**src/sv/bsmg_pkg.sv**
```systemverilog
package bsmg_pkg;

  localparam int VW = 32;
  localparam logic [VW-1:0] BIAS = 32'h8000_0000;
  localparam logic [6:0] CAP_RESET = 7'd64;

  localparam logic [1:0] STAT_OK   = 2'd0;
  localparam logic [1:0] STAT_FEW  = 2'd1;
  localparam logic [1:0] STAT_FULL = 2'd2;

  typedef enum logic [1:0] {
    ST_IDLE,
    ST_PICK,
    ST_GAP
  } bsmg_state_t;

  // What one cell shows its right-hand neighbor
  typedef struct packed {
    logic [VW-1:0] val;
    logic          le;
    logic          is_new;
  } bsmg_link_t;

  // Neighbor values of the newly inserted entry, one-hot across the row
  typedef struct packed {
    logic [VW-1:0] pred;
    logic [VW-1:0] succ;
    logic          has_pred;
    logic          has_succ;
  } bsmg_cand_t;

endpackage

```
**src/sv/bsmg_cell.sv**
```systemverilog
module bsmg_cell #(
  parameter int IDX = 0,
  parameter int CW  = 7
) (
  input  logic                        clk,
  input  logic                        ins_en,
  input  logic [bsmg_pkg::VW-1:0]     x,
  input  logic [CW-1:0]               eff_count,
  input  logic [CW-1:0]               held_count,
  input  bsmg_pkg::bsmg_link_t        left,
  input  logic                        right_new,
  output bsmg_pkg::bsmg_link_t        link,
  output bsmg_pkg::bsmg_cand_t        cand
);
  import bsmg_pkg::*;

  logic [VW-1:0] val_r;
  logic [VW-1:0] val_nxt;
  logic          is_new_r;
  logic          is_new_nxt;
  logic          le;
  logic          occupied;

  assign occupied = CW'(IDX) < eff_count;
  assign le       = occupied && (val_r <= x);

  // keep, take the new value, or shift in from the left
  always_comb begin
    if (le) begin
      val_nxt = val_r;
    end else if (left.le) begin
      val_nxt = x;
    end else begin
      val_nxt = left.val;
    end
    is_new_nxt = !le && left.le;
  end

  always_ff @(posedge clk) begin
    if (ins_en) begin
      val_r    <= val_nxt;
      is_new_r <= is_new_nxt;
    end
  end

  assign link = '{val: val_r, le: le, is_new: is_new_r};

  always_comb begin
    cand.has_pred = right_new;
    cand.has_succ = left.is_new && (CW'(IDX) < held_count);
    cand.pred     = right_new ? val_r : '0;
    cand.succ     = cand.has_succ ? val_r : '0;
  end

endmodule

```
**config.mk**
```make
export PLATFORM = sky130hd
export DESIGN_NAME = bsmg_cell
export DESIGN_NICKNAME = d
export VERILOG_FILES = /design/src/sv/bsmg_pkg.sv /design/src/sv/bsmg_cell.sv
export SDC_FILE = /design/constraint.sdc
export NUM_CORES = 1
export LEC_CHECK = 0
export BUFFER_PORTS_ARGS = -buffer_cell sky130_fd_sc_hd__buf_2
export CAP_MARGIN = 5
export CORE_AREA = 4 4 85 87
export CTS_BUF_LIST = sky130_fd_sc_hd__clkbuf_8
export DETAILED_ROUTE_END_ITERATION = 8
export DIE_AREA = 0 0 89 91
export GPL_ROUTABILITY_DRIVEN = 0
export PLACE_DENSITY_LB_ADDON = 0.05
export SYNTH_ARGS = -nofsm -noshare
export SYNTH_HDL_FRONTEND = slang
export SYNTH_SLANG_ARGS = --single-unit
```
**constraint.sdc**
```tcl
create_clock -name clk -period 4.4 [get_ports clk]
set_clock_uncertainty 0.1 [all_clocks]
set_input_delay 0.66 -clock clk [delete_from_list [all_inputs] [get_ports clk]]
set_output_delay 0.66 -clock clk [all_outputs]
set_load 0.1 [all_outputs]
```
==> results of run 1 <==
cell families (layout without fill, tap and decap cells):
logic type                 after synthesis  in the layout
muxes                                   32             32
AOI/OAI and AO/OA                       33             33
adders and majority gates               32             32
and+or+nand+nor                         95             95
DFF                                     33             33
buffers and inverters                   46            224
how the worst min path moves through the flow:
stage,from,endpoint,slack [ps],cells past startpoint
after floorplan,ins_en,is_new_r,670,0
after global placement,ins_en,is_new_r,790,1
after detailed placement,ins_en,is_new_r,790,1
after CTS,ins_en,is_new_r,490,1
after global routing,ins_en,is_new_r,490,1
final,ins_en,is_new_r,510,1
cell usage after synthesis (2+ instances only):
cell	number	area share [%]
and2_1	64	14
edfxtp_1	33	36
inv_1	33	4.5
ha_1	32	14
mux2_2	32	13
a21oi_1	11	2.0
nand2_1	8	1.1
clkbuf_1	7	0.95
nand4_1	6	1.4
nand3_1	4	0.72
buf_2	3	0.54
buf_4	3	0.81
nor2_1	3	0.41
nor3_1	3	0.54
o21ai_1	3	0.54
a21o_1	2	0.54
a21oi_2	2	0.63
a221o_1	2	0.72
nand4_2	2	0.90
nor4_1	2	0.45
o21ai_0	2	0.36
o311ai_1	2	0.63
power by group through the flow:
stage                     combinational [µW]  clock (µW)  sequential (µW)
after floorplan                          410           0              533
after global placement                   657           0              399
after detailed placement                 664           0              401
after CTS                                665         225              394
after global routing                     694         237              397
final                                    659         215              393
per-layer routing:
metal  routed length (µm)  track usage [%]
met1                 2938            21.23
met2                 3863            33.04
met3                  708            4.796
met4                   85            4.218
met5                    0                0
stage by stage:
stage | hold slack [ps] | instance area [µm²] | cells | util (%)
after CTS | 490.3 | 3811 | 526 | 60.02
after detailed placement | 793.0 | 3731 | 518 | 58.76
final | 506.6 | 3811 | 526 | 60.02
after global routing | 493.5 | 3811 | 526 | 60.02
after global placement | 791.7 | 3731 | 518 | 58.76
after floorplan | 672.5 | 2765 | 271 | -
flip-flops by register name, summed over array words and instances, names as in the netlist:
register / count
val_r: 32
is_new_r: 1
worst max-delay path: cells and delay by family:
family                   cells  cell delay [ps]
AO/OA/AOI/OAI                5             1010
buffers and inverters        3              560
adder cells (fa/ha/maj)      1              320
area by class of cell:
class,instances,area (µm²)
clock buffer,5,68.82
fill,588,2539
multi-input combinational,192,1602
clock inverter,3,11.26
tap,77,96.34
timing repair buffer,183,918.4
inverter,33,123.9
sequential,33,991.0
==> flow_summary.json, run 1 <==
{
  "path_clk_slew_ps": 70,
  "fin_crit_ps": 3322,
  "crit_arrival_ps": 2560,
  "synth_area_mm2": 0.002765,
  "combPwrFrac_pct": 52.0,
  "syn_to_final_growth_pct": 37.83,
  "slew_viol_final": 0,
  "layout_common_cells": "buf_2, and2_1, inv_1",
  "grt_max_degree": 35,
  "critPathLaunchType": "input port",
  "crit_chain": "buf_2 -> inv_1 -> ha_1 -> a21oi_2 -> o21ai_1 -> a221o_1 -> o31a_1 -> a21oi_2 -> buf_2",
  "hold_path.class": "input port to flop",
  "layout-drive-gt1-share_pct": 51.22,
  "fmax_mhz": 301.0,
  "p_sw_uw": 651.1,
  "synth_flop_cell": "edfxtp_1",
  "slew_headroom_pct": 24.11,
  "worstPathMaxFanout": 3,
  "p_per_area_mw_per_mm2": 332.6,
  "clkPwrFrac_pct": 17.0,
  "routed_via_density": 4.837,
  "chipWidth_um": 89,
  "initialDrtViolationCount": 47,
  "io_pins": 183,
  "cp.required_ps": 3640,
  "worst_path_largest_cell_delay_ps": 440,
  "startpoint": "x[11]",
  "antenna_found_initial": 0,
  "layout.nets": 563,
  "grt_usage_pct": 18.29,
  "cts.root.buffer_cell": "clkbuf_8",
  "synth-xor-area-share_pct": 0,
  "synth_edf_count": 33,
  "dieArea_mm2": 0.008099,
  "final_common_cell": "buf_2",
  "ys_seq_area_share_pct": 35.84,
  "endpoint": "link[1]",
  "insertion_delay_ps": 280,
  "end_kind": "output port",
  "diodes": 0,
  "seqPwrFrac_pct": 31.0,
  "timing.final.hold_violations": 0,
  "path_class": "input port to output port",
  "post_cts_resized": 0,
  "synthMuxAreaShare_pct": 13.03,
  "ys_types": 34,
  "vias": 2544,
  "status": "finished clean",
  "grt_pass1_wl_um": 11770,
  "postCtsSetupBuffers": 0,
  "r2r_setup_slack_ps": 1610,
  "reg2reg_depth": 7,
  "fp.dieH_um": 91,
  "syn_avg_cell_area_um2": 10.20,
  "dp_hpwl_um": 6116,
  "slowest_stage": "buf_2",
  "ant_nets": 0,
  "drcViolationCount": 0,
  "fin_tns_setup_ps": 0,
  "period_share_pct": 75.50,
  "synthAdderAreaFrac_pct": 14.48,
  "ys_warn_count": 0,
  "async_flop_share_pct": 0,
  "clock-sinks": 33,
  "p_total_uw": 1268,
  "p_int_uw": 616.7,
  "overflow": 0,
  "cap_violations": 0,
  "dp_slack_ps": 1072,
  "synth_top_family_by_area": "simple AND/OR/NAND/NOR gates",
  "rows": 29,
  "r2r-end": "val_r[3]",
  "r2r_start": "val_r[30]",
  "dr.pass1.iters": 4,
  "grt_pass1_vias": 2540,
  "synth-simple-area-share_pct": 20.86,
  "setup_viol": 0,
  "start_util_pct": 43.55,
  "ir_drop_uv": 171.4,
  "htreeDepth": 2,
  "layout_setup_ws_ps": 1078,
  "wirelength_um": 7596,
  "cts.path.max_buffers": 2,
  "synthCells": 271,
  "core_mm2": 0.006350,
  "p_leak_uw": 0.001985,
  "port_buffers": 182,
  "tightestPinTransition_ps": 1132,
  "rsz0062_at_grt": "no",
  "cts_tree": "yes",
  "synth_nets": 386,
  "synth-compound-area-share_pct": 9.005,
  "switching_share_pct": 51.36,
  "ys_ff_latch": 33,
  "avgRoutedWirePerCell_um": 14.44,
  "cts_made_buffers": 5,
  "cts_hold_buf": 0
}
No activity file was read; power rests on OpenSTA's default activity.
==> inputs of run 2 (changes only) <==
- clock period: 4.4 -> 3.4 ns (I/O delays scaled with it)
==> flow_summary.json, run 2 (synthesized netlist as in run 1, its figures left out) <==
{
  "status": "finished clean",
  "fmax_mhz": 344.6,
  "slowest_stage": "edfxtp_1",
  "largestRegisters": "val_r (32), is_new_r (1)",
  "syn_to_final_growth_pct": 38.91,
  "cpMostUsedCell": "a21oi_2",
  "slew_headroom_pct": 45.06,
  "fin_crit_ps": 2902,
  "rows": 29,
  "htreeDepth": 2,
  "cts_hold_buf": 0,
  "p_leak_uw": 0.002001,
  "n_fill_cell": 592,
  "grt_max_degree": 35,
  "crit_arrival_ps": 2290,
  "routed_via_density": 4.818,
  "slew_viol_final": 0,
  "largest_reg_flops": 32,
  "r2r_setup_slack_ps": 840,
  "path_class": "flop to output port",
  "grt_usage_pct": 18.44,
  "antenna_found_initial": 0,
  "worst_path_largest_cell_delay_ps": 430,
  "final_common_cell": "buf_2",
  "final_area_mm2": 0.003841,
  "ir_drop_uv": 255.5,
  "end_kind": "output port",
  "setup_viol": 0,
  "dp_hpwl_um": 6158,
  "placed_area_mm2": 0.003761,
  "port_buffers": 182,
  "largest_register": "val_r",
  "wirelength_um": 7510,
  "dr.pass1.iters": 4,
  "insertion_delay_ps": 280,
  "cap_violations": 0,
  "critPathLaunchType": "flop",
  "avgRoutedWirePerCell_um": 14.22,
  "fin_tns_setup_ps": 0,
  "p_total_uw": 1646,
  "tightestPinTransition_ps": 824.1,
  "p_per_area_mw_per_mm2": 428.5,
  "vias": 2544,
  "drcViolationCount": 0,
  "grt_pass1_wl_um": 11930,
  "postCtsSetupBuffers": 0,
  "grt_pass1_vias": 2512,
  "crit_buf_inv": 1,
  "clock-sinks": 33,
  "cts.root.buffer_cell": "clkbuf_8",
  "io_pins": 183,
  "cts_tree": "yes",
  "layout-drive-gt1-share_pct": 51.44,
  "crit_chain": "ha_1 -> a21oi_2 -> o21ai_1 -> a221o_1 -> o31a_1 -> a21oi_2 -> buf_12",
  "multi_input_comb_area_mm2": 0.001602,
  "worstPathMaxFanout": 4,
  "core_mm2": 0.006350,
  "cts.path.max_buffers": 2,
  "regArea_um2": 991.0,
  "layout_common_cells": "buf_2, and2_1, inv_1",
  "start_util_pct": 43.55,
  "rsz0062_at_grt": "no",
  "hold_path.class": "input port to flop",
  "post_cts_resized": 0,
  "path_clk_slew_ps": 70,
  "chipWidth_um": 89,
  "cts_made_buffers": 5,
  "timing.final.hold_violations": 0,
  "path_delay_family": "compound AO/OA/AOI/OAI gates",
  "period_share_pct": 85.36,
  "initialDrtViolationCount": 62,
  "ant_nets": 0,
  "dieArea_mm2": 0.008099,
  "postLayoutCoreUtil_pct": 60.49,
  "hold_slack_ps": 365.3,
  "fp.dieH_um": 91,
  "overflow": 0,
  "cp.required_ps": 2790,
  "diodes": 0,
  "layout.nets": 565
}
-- run 2: cell types whose count changed in the layout (fill, tap and decap cells not counted) --
cell / previous run / this run
buf_2: 182 / 181
buf_4: 1 / 3
buf_12: 0 / 1
-- run 2: worst register-to-register path, stage by stage (launching register included) --
cell      delay [ps]
edfxtp_1         430
ha_1             350
nand4_2          160
nor4_2           380
a21boi_2         270
o311ai_1         170
o21ai_4          100
buf_4            280
-- run 2: per-stage QoR --
| step | setup slack [ps] | cells |
|---|---|---|
| 2_1_floorplan | 118.0 | 271 |
| 3_3_place_gp | 588.4 | 520 |
| 3_5_place_dp | 581.5 | 520 |
| 4_1_cts | 472.3 | 528 |
| 5_1_grt | 356.8 | 528 |
| 6_report | 497.8 | 528 |
-- run 2: cell type report --
cell class / instances / area share (%)
inverters: 33 / 3.225
flip-flops and latches: 33 / 25.80
clock buffers: 5 / 1.792
well taps: 77 / 2.508
repair buffers: 185 / 24.69
clock inverters: 3 / 0.2932
multi-input cells: 192 / 41.69
-- run 2: layer usage --
layer | vias up | part of all wire, % | global-route usage (%) | routed length [µm]
met1 | 1136 | 40 | 22.40 | 2985
met2 | 97 | 51 | 32.74 | 3830
met3 | 6 | 8.6 | 4.706 | 644
met4 | 0 | 0.65 | 3.474 | 49
met5 | - | 0 | 0 | 0
li1 | 1305 | - | - | -
-- run 2: final timing paths --
kind | end | depth (start not counted) | startpoint
worst max-delay path | link[1] | 7 | val_r[11]
worst min-delay path | is_new_r | 1 | ins_en
worst max register to register | val_r[19] | 7 | val_r[30]
worst min register to register | is_new_r | 4 | val_r[15]
-- run 2: where the power goes --
group | leakage (µW) | internal, µW | switching, µW
Sequential | 0.000308 | 486 | 22.5
Clock | 0.0000519 | 136 | 140
Combinational | 0.00164 | 182 | 679
Total | 0.00200 | 805 | 841
==> inputs of run 3 (changes only) <==
--- a/constraint.sdc
+++ b/constraint.sdc
@@ -4,2 +4,2 @@
 set_output_delay 0.51 -clock clk [all_outputs]
-set_load 0.1 [all_outputs]
+set_load 0.01 [all_outputs]
==> flow_summary.json, run 3 (synthesized netlist as in run 1, its figures left out) <==
{
  "status": "finished clean",
  "cts_hold_buf": 0,
  "start_util_pct": 43.55,
  "cts.path.max_buffers": 2,
  "largest_reg_flops": 32,
  "core_mm2": 0.006350,
  "dp.cells": 519,
  "htreeDepth": 2,
  "dp_hpwl_um": 6005,
  "post_cts_resized": 0,
  "avgRoutedWirePerCell_um": 14.29,
  "ant_nets": 0,
  "cp.required_ps": 2790,
  "antenna_found_initial": 0,
  "routed_via_density": 4.791,
  "grt_max_degree": 35,
  "largest_register": "val_r",
  "setup_viol": 0,
  "ir_drop_uv": 209.8,
  "crit_arrival_ps": 2200,
  "layout.nets": 564,
  "wl_met3_um": 649,
  "grt_pass1_vias": 2492,
  "io_pins": 183,
  "hold_path.class": "input port to flop",
  "hold_slack_ps": 356.9,
  "cap_violations": 0,
  "met1_length_um": 3023,
  "dr.pass1.iters": 4,
  "final_common_cell": "buf_2",
  "path_clk_slew_ps": 70,
  "highest-signal-layer": "met4",
  "largestRegisters": "val_r (32), is_new_r (1)",
  "critPathLaunchType": "flop",
  "vias": 2520,
  "p_leak_uw": 0.001981,
  "wirelength_um": 7515,
  "fp.dieH_um": 91,
  "final_cells": 526,
  "worstPathMaxFanout": 4,
  "fin_crit_ps": 2814,
  "path_class": "flop to output port",
  "fmax_mhz": 355.3,
  "postCtsSetupBuffers": 0,
  "hold_depth": 1,
  "end_kind": "output port",
  "grt_usage_pct": 17.95,
  "diodes": 0,
  "slew_viol_final": 0,
  "port_buffers": 182,
  "fin_tns_setup_ps": 0,
  "slew_headroom_pct": 22.11,
  "clock-sinks": 33,
  "chipWidth_um": 89,
  "cts_tree": "yes",
  "dieArea_mm2": 0.008099,
  "wl_met2_um": 3726,
  "cts_made_buffers": 5,
  "drcViolationCount": 0,
  "p_per_area_mw_per_mm2": 300.7,
  "rsz0062_at_grt": "no",
  "tightestPinTransition_ps": 1162,
  "final_area_mm2": 0.003815,
  "layout_common_cells": "buf_2, and2_1, inv_1",
  "rows": 29,
  "syn_to_final_growth_pct": 37.96,
  "initialDrtViolationCount": 83,
  "overflow": 0,
  "insertion_delay_ps": 280,
  "cts.root.buffer_cell": "clkbuf_8",
  "reg2reg_depth": 7,
  "placed_area_mm2": 0.003739,
  "period_share_pct": 82.77,
  "layout-drive-gt1-share_pct": 51.45,
  "grt_pass1_wl_um": 11540,
  "timing.final.hold_violations": 0
}
run 3: per-stage QoR:
step                      worst slack, ps  total power, µW  utilization (%)
after floorplan                     1.136            727.0                -
after global placement              698.5            877.2            58.88
after detailed placement            678.8            884.2            58.88
after CTS                           564.5             1163            60.08
after global routing                421.3             1219            60.08
final                               585.8             1147            60.08
run 3: power by group:
group	internal, µW	switching, µW
logic	177	185
registers	486	22.1
clock network	135	143
run 3: path summary, 6_finish.rpt:
kind,from,to,slack (ps)
setup / recovery,val_r[9],link[1],590
hold / removal,ins_en,is_new_r,360
setup reg to reg,val_r[30],val_r[28],870
hold reg to reg,val_r[15],is_new_r,930
run 3: area by class of cell:
| cell class | instances | area [µm²] |
|---|---|---|
| Clock buffer | 5 | 68.82 |
| Fill cell | 599 | 2535 |
| Inverter | 33 | 123.9 |
| Timing Repair Buffer | 184 | 925.9 |
| Sequential cell | 33 | 991.0 |
| Clock inverter | 2 | 7.507 |
| Tap cell | 77 | 96.34 |
| Multi-Input combinational cell | 192 | 1602 |
run 3: metal layers:
metal | track usage [%] | vias to the layer above
li1 | - | 1300
met1 | 21.81 | 1113
met2 | 31.62 | 98
met3 | 4.163 | 9
met4 | 4.467 | 0
met5 | 0 | -
run 3: worst max-delay path, stage by stage (launching register included):
cell and delay (ps):
edfxtp_1 430, ha_1 310, a21oi_1 140, o21ai_1 100
a221o_1 390, o31a_1 290, a21oi_2 100, buf_2 150
